[src/rtl/core/shabsh_pkg.sv]
// ----------------------------------------------------------------------------
// SHA-256 byte stream hasher package
// Transaction types, the control structs between the sequencer and the
// compression engine, and the SHA-256 constants and bit functions.
// ----------------------------------------------------------------------------
package shabsh_pkg;

    // One input transaction: a message byte and its marks.
    typedef struct packed {
        logic [7:0] byte_value;
        logic       byte_present;
        logic       end_of_message;
    } t_in_item;

    // One output transaction: a digest word and its position.
    typedef struct packed {
        logic [31:0] digest_word;
        logic [2:0]  word_index;
        logic        last_word;
    } t_out_item;

    // Commands from the sequencer to the compression engine.
    typedef struct packed {
        logic        wr;           // write one message byte into the block
        logic [5:0]  wr_idx;       // byte position in the block
        logic [7:0]  wr_byte;
        logic        pad;          // rewrite the block with padding
        logic [5:0]  pad_fill;     // first byte position that is not message
        logic        pad_len_en;   // place the bit length in the last eight bytes
        logic        pad_zero_all; // the block holds no message bytes at all
        logic [63:0] msg_bits;     // message length in bits
        logic        start;        // run the 64 rounds over the block
        logic        reinit;       // load the initial hash values
    } t_core_cmd;

    // Status from the compression engine.
    typedef struct packed {
        logic busy;
        logic done;
    } t_core_stat;

    localparam int BLOCK_BYTES = 64;
    localparam int LENGTH_POS  = 56;
    localparam int NUM_ROUNDS  = 64;

    // Initial hash values.
    function automatic logic [31:0] init_word(input logic [2:0] idx);
        logic [31:0] v;
        case (idx)
            3'd0:    v = 32'h6a09e667;
            3'd1:    v = 32'hbb67ae85;
            3'd2:    v = 32'h3c6ef372;
            3'd3:    v = 32'ha54ff53a;
            3'd4:    v = 32'h510e527f;
            3'd5:    v = 32'h9b05688c;
            3'd6:    v = 32'h1f83d9ab;
            default: v = 32'h5be0cd19;
        endcase
        return v;
    endfunction

    // Round constants.
    function automatic logic [31:0] round_k(input logic [5:0] t);
        logic [31:0] v;
        case (t)
            6'd0:  v = 32'h428a2f98;  6'd1:  v = 32'h71374491;
            6'd2:  v = 32'hb5c0fbcf;  6'd3:  v = 32'he9b5dba5;
            6'd4:  v = 32'h3956c25b;  6'd5:  v = 32'h59f111f1;
            6'd6:  v = 32'h923f82a4;  6'd7:  v = 32'hab1c5ed5;
            6'd8:  v = 32'hd807aa98;  6'd9:  v = 32'h12835b01;
            6'd10: v = 32'h243185be;  6'd11: v = 32'h550c7dc3;
            6'd12: v = 32'h72be5d74;  6'd13: v = 32'h80deb1fe;
            6'd14: v = 32'h9bdc06a7;  6'd15: v = 32'hc19bf174;
            6'd16: v = 32'he49b69c1;  6'd17: v = 32'hefbe4786;
            6'd18: v = 32'h0fc19dc6;  6'd19: v = 32'h240ca1cc;
            6'd20: v = 32'h2de92c6f;  6'd21: v = 32'h4a7484aa;
            6'd22: v = 32'h5cb0a9dc;  6'd23: v = 32'h76f988da;
            6'd24: v = 32'h983e5152;  6'd25: v = 32'ha831c66d;
            6'd26: v = 32'hb00327c8;  6'd27: v = 32'hbf597fc7;
            6'd28: v = 32'hc6e00bf3;  6'd29: v = 32'hd5a79147;
            6'd30: v = 32'h06ca6351;  6'd31: v = 32'h14292967;
            6'd32: v = 32'h27b70a85;  6'd33: v = 32'h2e1b2138;
            6'd34: v = 32'h4d2c6dfc;  6'd35: v = 32'h53380d13;
            6'd36: v = 32'h650a7354;  6'd37: v = 32'h766a0abb;
            6'd38: v = 32'h81c2c92e;  6'd39: v = 32'h92722c85;
            6'd40: v = 32'ha2bfe8a1;  6'd41: v = 32'ha81a664b;
            6'd42: v = 32'hc24b8b70;  6'd43: v = 32'hc76c51a3;
            6'd44: v = 32'hd192e819;  6'd45: v = 32'hd6990624;
            6'd46: v = 32'hf40e3585;  6'd47: v = 32'h106aa070;
            6'd48: v = 32'h19a4c116;  6'd49: v = 32'h1e376c08;
            6'd50: v = 32'h2748774c;  6'd51: v = 32'h34b0bcb5;
            6'd52: v = 32'h391c0cb3;  6'd53: v = 32'h4ed8aa4a;
            6'd54: v = 32'h5b9cca4f;  6'd55: v = 32'h682e6ff3;
            6'd56: v = 32'h748f82ee;  6'd57: v = 32'h78a5636f;
            6'd58: v = 32'h84c87814;  6'd59: v = 32'h8cc70208;
            6'd60: v = 32'h90befffa;  6'd61: v = 32'ha4506ceb;
            6'd62: v = 32'hbef9a3f7;  6'd63: v = 32'hc67178f2;
            default: v = 32'h00000000;
        endcase
        return v;
    endfunction

    // Rotate right by a constant amount.
    function automatic logic [31:0] rotr(input logic [31:0] x, input int n);
        return (x >> n) | (x << (32 - n));
    endfunction

    // Rotation sum over working word a.
    function automatic logic [31:0] sum_a(input logic [31:0] x);
        return rotr(x, 2) ^ rotr(x, 13) ^ rotr(x, 22);
    endfunction

    // Rotation sum over working word e.
    function automatic logic [31:0] sum_e(input logic [31:0] x);
        return rotr(x, 6) ^ rotr(x, 11) ^ rotr(x, 25);
    endfunction

    // Schedule mix of the word fifteen places back.
    function automatic logic [31:0] mix_w15(input logic [31:0] x);
        return rotr(x, 7) ^ rotr(x, 18) ^ (x >> 3);
    endfunction

    // Schedule mix of the word two places back.
    function automatic logic [31:0] mix_w2(input logic [31:0] x);
        return rotr(x, 17) ^ rotr(x, 19) ^ (x >> 10);
    endfunction

endpackage

[src/rtl/core/shabsh_core.sv]
// ----------------------------------------------------------------------------
// SHA-256 compression engine
// Holds the 16-word block and message schedule window, the eight working
// words and the chaining words. One round unit runs 64 times per block.
// ----------------------------------------------------------------------------
module shabsh_core (
    input  logic                   i_clk,
    input  logic                   i_rst_n,
    input  shabsh_pkg::t_core_cmd  i_cmd,
    output shabsh_pkg::t_core_stat o_stat,
    output logic [7:0][31:0]       o_chain
);
    import shabsh_pkg::*;

    // Block words; during the rounds this is the schedule window, word 0 is w[t].
    logic [31:0] r_w [16];
    logic [31:0] r_v [8];
    logic [31:0] r_h [8];
    logic [5:0]  r_rnd;
    logic        r_busy;
    logic        r_fin;

    logic [31:0] t1;
    logic [31:0] t2;
    logic [31:0] ch;
    logic [31:0] mj;
    logic [31:0] n_wnew;
    logic [31:0] n_pad [16];
    logic [4:0]  wr_shift;

    // Round arithmetic.
    always_comb begin
        ch     = (r_v[4] & r_v[5]) ^ (~r_v[4] & r_v[6]);
        mj     = (r_v[0] & r_v[1]) ^ (r_v[0] & r_v[2]) ^ (r_v[1] & r_v[2]);
        t1     = r_v[7] + sum_e(r_v[4]) + ch + round_k(r_rnd) + r_w[0];
        t2     = sum_a(r_v[0]) + mj;
        n_wnew = mix_w2(r_w[14]) + r_w[9] + mix_w15(r_w[1]) + r_w[0];
    end

    // Padded block image: end marker, zeros and the bit length.
    always_comb begin
        for (int p = 0; p < BLOCK_BYTES; p++) begin
            logic [7:0] b;
            b = r_w[p / 4][8 * (3 - (p % 4)) +: 8];
            if (i_cmd.pad_zero_all || (6'(p) > i_cmd.pad_fill)) begin
                b = 8'h00;
            end else if (6'(p) == i_cmd.pad_fill) begin
                b = 8'h80;
            end
            if (i_cmd.pad_len_en && (p >= LENGTH_POS)) begin
                b = i_cmd.msg_bits[8 * ((BLOCK_BYTES - 1 - p) & 7) +: 8];
            end
            n_pad[p / 4][8 * (3 - (p % 4)) +: 8] = b;
        end
    end

    // Bit offset of a byte lane, most significant lane first.
    assign wr_shift = {~i_cmd.wr_idx[1:0], 3'b000};

    // Sequencer and state of the engine.
    always_ff @(posedge i_clk) begin
        if (!i_rst_n) begin
            r_busy <= 1'b0;
            r_fin  <= 1'b0;
            r_rnd  <= '0;
            for (int i = 0; i < 8; i++) begin
                r_h[i] <= init_word(3'(i));
            end
        end else begin
            if (i_cmd.reinit) begin
                for (int i = 0; i < 8; i++) begin
                    r_h[i] <= init_word(3'(i));
                end
            end
            if (i_cmd.wr) begin
                r_w[i_cmd.wr_idx[5:2]][wr_shift +: 8] <= i_cmd.wr_byte;
            end
            if (i_cmd.pad) begin
                for (int i = 0; i < 16; i++) begin
                    r_w[i] <= n_pad[i];
                end
            end
            if (i_cmd.start) begin
                for (int i = 0; i < 8; i++) begin
                    r_v[i] <= r_h[i];
                end
                r_rnd  <= '0;
                r_busy <= 1'b1;
            end else if (r_busy) begin
                r_v[0] <= t1 + t2;
                r_v[1] <= r_v[0];
                r_v[2] <= r_v[1];
                r_v[3] <= r_v[2];
                r_v[4] <= r_v[3] + t1;
                r_v[5] <= r_v[4];
                r_v[6] <= r_v[5];
                r_v[7] <= r_v[6];
                for (int i = 0; i < 15; i++) begin
                    r_w[i] <= r_w[i + 1];
                end
                r_w[15] <= n_wnew;
                r_rnd   <= r_rnd + 6'd1;
                if (r_rnd == 6'(NUM_ROUNDS - 1)) begin
                    r_busy <= 1'b0;
                    r_fin  <= 1'b1;
                end
            end
            // Fold the working words into the chaining words.
            if (r_fin) begin
                for (int i = 0; i < 8; i++) begin
                    r_h[i] <= r_h[i] + r_v[i];
                end
                r_fin <= 1'b0;
            end
        end
    end

    assign o_stat.busy = r_busy | r_fin;
    assign o_stat.done = r_fin;

    always_comb begin
        for (int i = 0; i < 8; i++) begin
            o_chain[i] = r_h[i];
        end
    end

    // A block is only started or rewritten while the engine is quiet.
    a_start_idle: assert property (@(posedge i_clk) disable iff (!i_rst_n)
        (i_cmd.start || i_cmd.wr || i_cmd.pad) |-> (!r_busy && !r_fin))
        else $error("block changed while the rounds run");

    // The fold step follows the last round.
    a_last_round: assert property (@(posedge i_clk) disable iff (!i_rst_n)
        (r_busy && (r_rnd == 6'(NUM_ROUNDS - 1))) |=> r_fin)
        else $error("last round not followed by the fold step");

    // Rounds and the fold step never overlap.
    a_exclusive: assert property (@(posedge i_clk) disable iff (!i_rst_n)
        !(r_busy && r_fin))
        else $error("rounds and fold step active together");

endmodule

[src/rtl/core/sha256_byte_stream_hasher.sv]
// Input: a byte without end mark is taken while the sequencer is idle; the 64th byte of a block
// starts the 64 rounds of the shared round unit and the fold step; input stalls until they end.
// End of message: per final block (one or two), a padding step, the rounds and the fold; then each
// of the eight digest words is registered and held on the output until it is taken.
// Reset: synchronous, active low; clears control state and loads the initial hash values.
// ----------------------------------------------------------------------------
// SHA-256 byte stream hasher
// Packs message bytes into 64-byte blocks, compresses each full block, pads
// the final block and returns the eight digest words as output transactions.
// ----------------------------------------------------------------------------
module sha256_byte_stream_hasher (
    input  logic                  i_clk,
    input  logic                  i_rst_n,
    input  logic                  i_in_valid,
    input  shabsh_pkg::t_in_item  i_in_item,
    output logic                  o_in_stall,
    output logic                  o_out_valid,
    output shabsh_pkg::t_out_item o_out_item,
    input  logic                  i_out_stall
);
    import shabsh_pkg::*;

    localparam logic [2:0] S_IDLE = 3'd0;
    localparam logic [2:0] S_RUN  = 3'd1;
    localparam logic [2:0] S_PAD1 = 3'd2;
    localparam logic [2:0] S_PAD2 = 3'd3;
    localparam logic [2:0] S_EMIT = 3'd4;

    localparam logic [1:0] AFT_IDLE = 2'd0;
    localparam logic [1:0] AFT_PAD1 = 2'd1;
    localparam logic [1:0] AFT_PAD2 = 2'd2;
    localparam logic [1:0] AFT_EMIT = 2'd3;

    logic [2:0]  r_state;
    logic [1:0]  r_after;
    logic [5:0]  r_fill;
    logic [60:0] r_count;
    logic [2:0]  r_widx;
    logic        r_out_valid;
    t_out_item   r_out_item;

    t_core_cmd        cmd;
    t_core_stat       stat;
    logic [7:0][31:0] chain;
    logic             in_accept;
    logic             out_accept;
    logic             block_full;

    assign in_accept  = i_in_valid && (r_state == S_IDLE);
    assign out_accept = r_out_valid && !i_out_stall;
    assign block_full = (r_fill == 6'(BLOCK_BYTES - 1));

    // Commands to the compression engine.
    always_comb begin
        cmd          = '0;
        cmd.wr_idx   = r_fill;
        cmd.wr_byte  = i_in_item.byte_value;
        cmd.pad_fill = r_fill;
        cmd.msg_bits = {r_count, 3'b000};
        case (r_state)
            S_IDLE: begin
                cmd.wr    = in_accept && i_in_item.byte_present;
                cmd.start = in_accept && i_in_item.byte_present && block_full;
            end
            S_PAD1: begin
                cmd.pad        = 1'b1;
                cmd.pad_len_en = (r_fill < 6'(LENGTH_POS));
                cmd.start      = 1'b1;
            end
            S_PAD2: begin
                cmd.pad          = 1'b1;
                cmd.pad_zero_all = 1'b1;
                cmd.pad_len_en   = 1'b1;
                cmd.start        = 1'b1;
            end
            S_EMIT: begin
                cmd.reinit = out_accept && (r_widx == 3'd7);
            end
            default: begin
            end
        endcase
    end

    shabsh_core u_core (
        .i_clk   (i_clk),
        .i_rst_n (i_rst_n),
        .i_cmd   (cmd),
        .o_stat  (stat),
        .o_chain (chain)
    );

    // Message sequencer and digest output register.
    always_ff @(posedge i_clk) begin
        if (!i_rst_n) begin
            r_state     <= S_IDLE;
            r_after     <= AFT_IDLE;
            r_fill      <= '0;
            r_count     <= '0;
            r_widx      <= '0;
            r_out_valid <= 1'b0;
        end else begin
            case (r_state)
                S_IDLE: begin
                    if (in_accept) begin
                        if (i_in_item.byte_present) begin
                            r_fill  <= r_fill + 6'd1;
                            r_count <= r_count + 61'd1;
                        end
                        if (i_in_item.byte_present && block_full) begin
                            r_state <= S_RUN;
                            r_after <= i_in_item.end_of_message ? AFT_PAD1 : AFT_IDLE;
                        end else if (i_in_item.end_of_message) begin
                            r_state <= S_PAD1;
                        end
                    end
                end
                S_PAD1: begin
                    r_state <= S_RUN;
                    r_after <= (r_fill >= 6'(LENGTH_POS)) ? AFT_PAD2 : AFT_EMIT;
                end
                S_PAD2: begin
                    r_state <= S_RUN;
                    r_after <= AFT_EMIT;
                end
                S_RUN: begin
                    if (stat.done) begin
                        case (r_after)
                            AFT_IDLE: r_state <= S_IDLE;
                            AFT_PAD1: r_state <= S_PAD1;
                            AFT_PAD2: r_state <= S_PAD2;
                            default: begin
                                r_state     <= S_EMIT;
                                r_widx      <= '0;
                                r_out_valid <= 1'b0;
                            end
                        endcase
                    end
                end
                S_EMIT: begin
                    if (!r_out_valid) begin
                        r_out_item.digest_word <= chain[r_widx];
                        r_out_item.word_index  <= r_widx;
                        r_out_item.last_word   <= (r_widx == 3'd7);
                        r_out_valid            <= 1'b1;
                    end else if (!i_out_stall) begin
                        r_out_valid <= 1'b0;
                        if (r_widx == 3'd7) begin
                            r_state <= S_IDLE;
                            r_fill  <= '0;
                            r_count <= '0;
                            r_widx  <= '0;
                        end else begin
                            r_widx <= r_widx + 3'd1;
                        end
                    end
                end
                default: begin
                    r_state <= S_IDLE;
                end
            endcase
        end
    end

    assign o_in_stall  = (r_state != S_IDLE);
    assign o_out_valid = r_out_valid;
    assign o_out_item  = r_out_item;

    // Digest words only leave while the digest is being returned.
    a_out_in_emit: assert property (@(posedge i_clk) disable iff (!i_rst_n)
        r_out_valid |-> (r_state == S_EMIT))
        else $error("output valid outside digest return");

    // The final digest word ends the message.
    a_last_idle: assert property (@(posedge i_clk) disable iff (!i_rst_n)
        (out_accept && r_out_item.last_word) |=> ((r_state == S_IDLE) && (r_count == 61'd0)))
        else $error("state not cleared after the final digest word");

    // The engine only finishes a block the sequencer is waiting on.
    a_done_run: assert property (@(posedge i_clk) disable iff (!i_rst_n)
        stat.done |-> (r_state == S_RUN))
        else $error("compression finished outside the run state");

    // The engine is quiet whenever a transaction can be taken.
    a_idle_quiet: assert property (@(posedge i_clk) disable iff (!i_rst_n)
        (r_state == S_IDLE) |-> !stat.busy)
        else $error("engine busy while input is open");

endmodule
[config.mk]
export PLATFORM = sky130hd
export DESIGN_NAME = sha256_byte_stream_hasher
export DESIGN_NICKNAME = d
export VERILOG_FILES = /design/src/rtl/core/shabsh_pkg.sv /design/src/rtl/core/shabsh_core.sv /design/src/rtl/core/sha256_byte_stream_hasher.sv
export SDC_FILE = /design/constraint.sdc
export NUM_CORES = 2
export LEC_CHECK = 0
export ABC_AREA = 1
export BUFFER_PORTS_ARGS = -buffer_cell sky130_fd_sc_hd__buf_2
export CAP_MARGIN = 10
export CORE_MARGIN = 2
export CORE_UTILIZATION = 50
export CTS_BUF_LIST = sky130_fd_sc_hd__clkbuf_4
export CTS_CLUSTER_DIAMETER = 60
export CTS_CLUSTER_SIZE = 16
export DETAILED_ROUTE_END_ITERATION = 10
export PLACE_DENSITY = 0.65
export SYNTH_ARGS = -nofsm -noshare
export SYNTH_HDL_FRONTEND = slang
export SYNTH_SLANG_ARGS = --single-unit
[constraint.sdc]
create_clock -name i_clk -period 17.58 [get_ports i_clk]
set_input_delay 5.274 -clock i_clk [delete_from_list [all_inputs] [get_ports i_clk]]
set_output_delay 5.274 -clock i_clk [all_outputs]
set_load 0.03 [all_outputs]
==> summary.md <==
| Metric | Value |
|---|---|
| Worst path buffer plus inverter count | 9 |
| Die boundary width | between 400 and 500 um |
| Number of max-capacitance violations reported | 0 |
| Required @ worst endpoint | approximately 19 ns |
| Final Slew Violations | 0 |
| Clock Tree Buf Depth | 3 |
| Layout cells sized above 1 | 4.28% |
| Synthesized instance count | approximately 11000 |
| Synth unique cells | 63 |
| # setup viols final | 0 |
| Wirelength, routed | 347000 um |
| Worst min path class | reg2reg |
| Max-Slew Margin vs Limit | 15.6% |
| DR WL/cell | roughly 27 um |
| CTS resizes | 0 |
| Number of synthesized flops with an enable pin | 1028 |
| CTS clk-pin slew, worst paths | 0.15 ns |
| Buffers inserted by post-CTS timing repair | 0 |
| Register bit total from synthesis | roughly 1200 |
| Post-route antenna net violation count | 0 |
| Iter 0 DRT Violations | about 11000 |
| Root Buffer | sky130_fd_sc_hd__clkbuf_4 |
| Leftover overflow at the end of global routing | 0 |
| RSZ-0062 raised after global routing | false |
| Total iterations of the first detailed-routing run | 6 |
| Floorplan die area | approximately 170000 um2 |
| Cell count of the worst reg-to-reg path | 28 |
| Vertical die dimension | 414 um |
| Area share of the leading cell type in the synthesized netlist | 36.8% |
| First-pass GRT wire length | between 400000 and 500000 um |
| Predominant post-synthesis flop cell | sky130_fd_sc_hd__edfxtp_1 |
| Status | finished clean |
| Shortest period the worst path allows | 9.03 ns |
| Maximum clock skew at final layout | roughly 0.14 ns |
| Number of nets in the finished design | about 11000 |
| Effective utilization at floorplan | between 50% and 60% |
| Reg2reg end | u_core.r_v[0][21]$_DFFE_PP_ |
| Crit path max-delay family | buffers and inverters |
| Nets in the synthesized netlist | ~11000 |
| Hold-fix buffers, CTS | 0 |
| Post-detailed-placement half-perimeter wirelength | 272000 um |
| Top-Level Pins | 52 |
| Measured slew at the worst slew-check pin | around 1.3 ns |
| Data arrival time of the worst path | between 10 and 15 ns |
| Highest-delay cell along the critical path | sky130_fd_sc_hd__nor2_1 |
| Detailed-route DRC error count | 0 |
| Number of placement rows | 150 |
| Mean Syn Cell Area | between 7 and 8 um2 |
| Post-synthesis async set-or-reset flop share | 0% |
| Worst-skew pair later-pin latency | ~1.3 ns |
| Maximum fanout along the worst path | 66 |
| Critical path class | in2reg |
| Share of the yosys chip area belonging to registers | 40.3% |
| Clock tree from TritonCTS | built |
| Count of input and output buffers | 51 |
| CP endpoint kind | flip-flop |
| Count of synthesis-stage warnings from yosys | 0 |
| Cells on Worst Hold Path | 2 |
| Number of buffers added by the clock tree synthesis step | between 100 and 150 |
| Mean number of vias per cell | ~6.0 |
| Ordered list of cells on the worst path | buf_2 > inv_2 > nor2_1 > buf_4 > inv_2 > buf_4 > nor2_2 > buf_4 > inv_1 > nor2_1 > inv_1 > nor2_2 > o21ai_0 > a22oi_1 > inv_1 |
| Largest cells by area after synthesis | sky130_fd_sc_hd__edfxtp_1 (37%), sky130_fd_sc_hd__nand2_1 (14%), sky130_fd_sc_hd__ha_1 (6.0%) |
| Via count | roughly 78000 |
| Area of the core | between 150000 and 200000 um2 |
| Final Hold Vio Count | 0 |
| Synth-to-layout area growth | 4.90% |
| Critical path launch point type | primary input |
| Startpoint of the most critical register-to-register path | u_core.r_v[0][146]$_DFFE_PP_ |
| Peak per-stage delay on the critical path | roughly 0.46 ns |
| R2r setup slk | just over 9 ns |
| Fin crit share | ~50% |
| Number of antenna violations at the first check in global routing | 14 |
| End point of the most critical hold path | u_core.r_w[2][24]$_DFFE_PP_ |
| Maximum clock rate | around 0.11 GHz |
| Number of H-tree levels | 4 |
| Cell area after synthesis | 83900 um2 |
| Largest net degree at the start of global routing | roughly 230 |
| Total negative slack for setup checks | 0 ns |
| Via count of the first global-routing pass | ~73000 |
| Launch instance of the worst min-delay path | u_core.r_w[3][24]$_DFFE_PP_ |
| Number of clock sinks | roughly 1200 |
| Yosys top cell by area | sky130_fd_sc_hd__edfxtp_1 |
| Final estimated routing congestion in global placement | between 1 and 1.5 |
| Total global routing track utilization | about two fifths |
metrics by stage:
stage | hold WS (ns) | std cells | setup WS, ns | area (um2) | utilization, %
6_report | 0.487 | 12962 | 8.55 | 88000 | 52.7
5_1_grt | 0.506 | 12952 | 8.42 | 88000 | 52.7
4_1_cts | 0.467 | 12947 | 8.81 | 88000 | 52.7
3_5_place_dp | 0.477 | 12714 | 7.38 | 85900 | 51.4
3_3_place_gp | 0.466 | 12714 | 7.48 | 85900 | 51.4
2_1_floorplan | 0.432 | 10783 | 5.27 | 83900 | -
final cells by class:
class	instances	area, um2
Sequential cell	1176	33800
Multi-Input combinational cell	7899	43500
Inverter	1324	4990
Clock buffer	141	1060
Tap cell	2204	2760
Clock inverter	92	1070
Fill cell	16416	79000
Antenna cell	13	32.5
Timing Repair Buffer	113	758
worst max path at each step:
stage               slack [ns]                      endpoint  depth (start not counted)  startpoint
floorplan                 5.27    u_core.r_v[0][0]$_DFFE_PP_                          8  i_in_valid
detailed placement        7.38  u_core.r_w[12][11]$_DFFE_PP_                         15     i_rst_n
global placement          7.48  u_core.r_w[12][11]$_DFFE_PP_                         15     i_rst_n
CTS                       8.81  u_core.r_w[12][10]$_DFFE_PP_                         15     i_rst_n
global route              8.42  u_core.r_w[12][10]$_DFFE_PP_                         15     i_rst_n
finish                    8.55  u_core.r_w[12][12]$_DFFE_PP_                         15     i_rst_n
cells in the mapped netlist, drive strengths merged, types with 148 or more instances:
master	instances
fa	195
ha	400
o21ai	921
nand4	154
nand2	3077
dfxtp	148
nand3	583
xnor2	174
a21oi	751
nor2	829
inv	1319
clkbuf	247
edfxtp	1028
xor2	171
worst register-to-register path, delay by kind of cell, from the launching register on:
kind            cells  cell delay [ns]
simple gates        8             1.11
compound gates      6             1.33
flops               1             0.66
fa+ha+maj           6             3.09
xor+xnor            3             1.30
buf+inv             5             0.47
flip-flops by register name, indices dropped and copies added, names as in the netlist, named ones only:
name,count
u_core.r_w,512
u_core.r_h,256
u_core.r_v,256
r_count,61
o_out_item,36
r_fill,6
u_core.r_rnd,6
r_state,3
r_widx,3
r_after,2
o_out_valid,1
u_core.r_busy,1
u_core.r_fin,1
logic make-up after synthesis:
family                   synth area share [%]
buffers and inverters                    7.86
AO/OA/AOI/OAI                            13.3
AND/OR/NAND/NOR                          24.1
XOR/XNOR                                 3.60
flip-flops                               40.3
adder cells (fa/ha/maj)                  10.9
multiplexers                           0.0119
cell usage in the layout, fill, tap and decap left out, types with 122 or more instances in the layout:
master / synthesis / final
sky130_fd_sc_hd__nor2_1: 822 / 820
sky130_fd_sc_hd__nand2_1: 3062 / 3060
sky130_fd_sc_hd__fa_1: 195 / 195
sky130_fd_sc_hd__nor3_1: 123 / 122
sky130_fd_sc_hd__clkbuf_4: 0 / 142
sky130_fd_sc_hd__dfxtp_1: 148 / 146
sky130_fd_sc_hd__edfxtp_1: 1028 / 1028
sky130_fd_sc_hd__xnor2_1: 174 / 174
sky130_fd_sc_hd__xor2_1: 171 / 171
sky130_fd_sc_hd__a21oi_1: 751 / 751
sky130_fd_sc_hd__inv_1: 1309 / 1303
sky130_fd_sc_hd__ha_1: 400 / 400
sky130_fd_sc_hd__o21ai_0: 918 / 918
sky130_fd_sc_hd__nand4_1: 150 / 150
sky130_fd_sc_hd__nand3_1: 574 / 574
metal layers:
metal	GRT usage, %	part of all wire (%)	vias up
met1	50.4	38	37014
met4	24.0	7.0	12
met3	8.16	9.6	899
met5	0	0.020	-
met2	63.0	45	4238
li1	-	-	35650
Power is not shown: default switching activity piles up to over one toggle a cycle in this logic, so the estimate is an artifact.
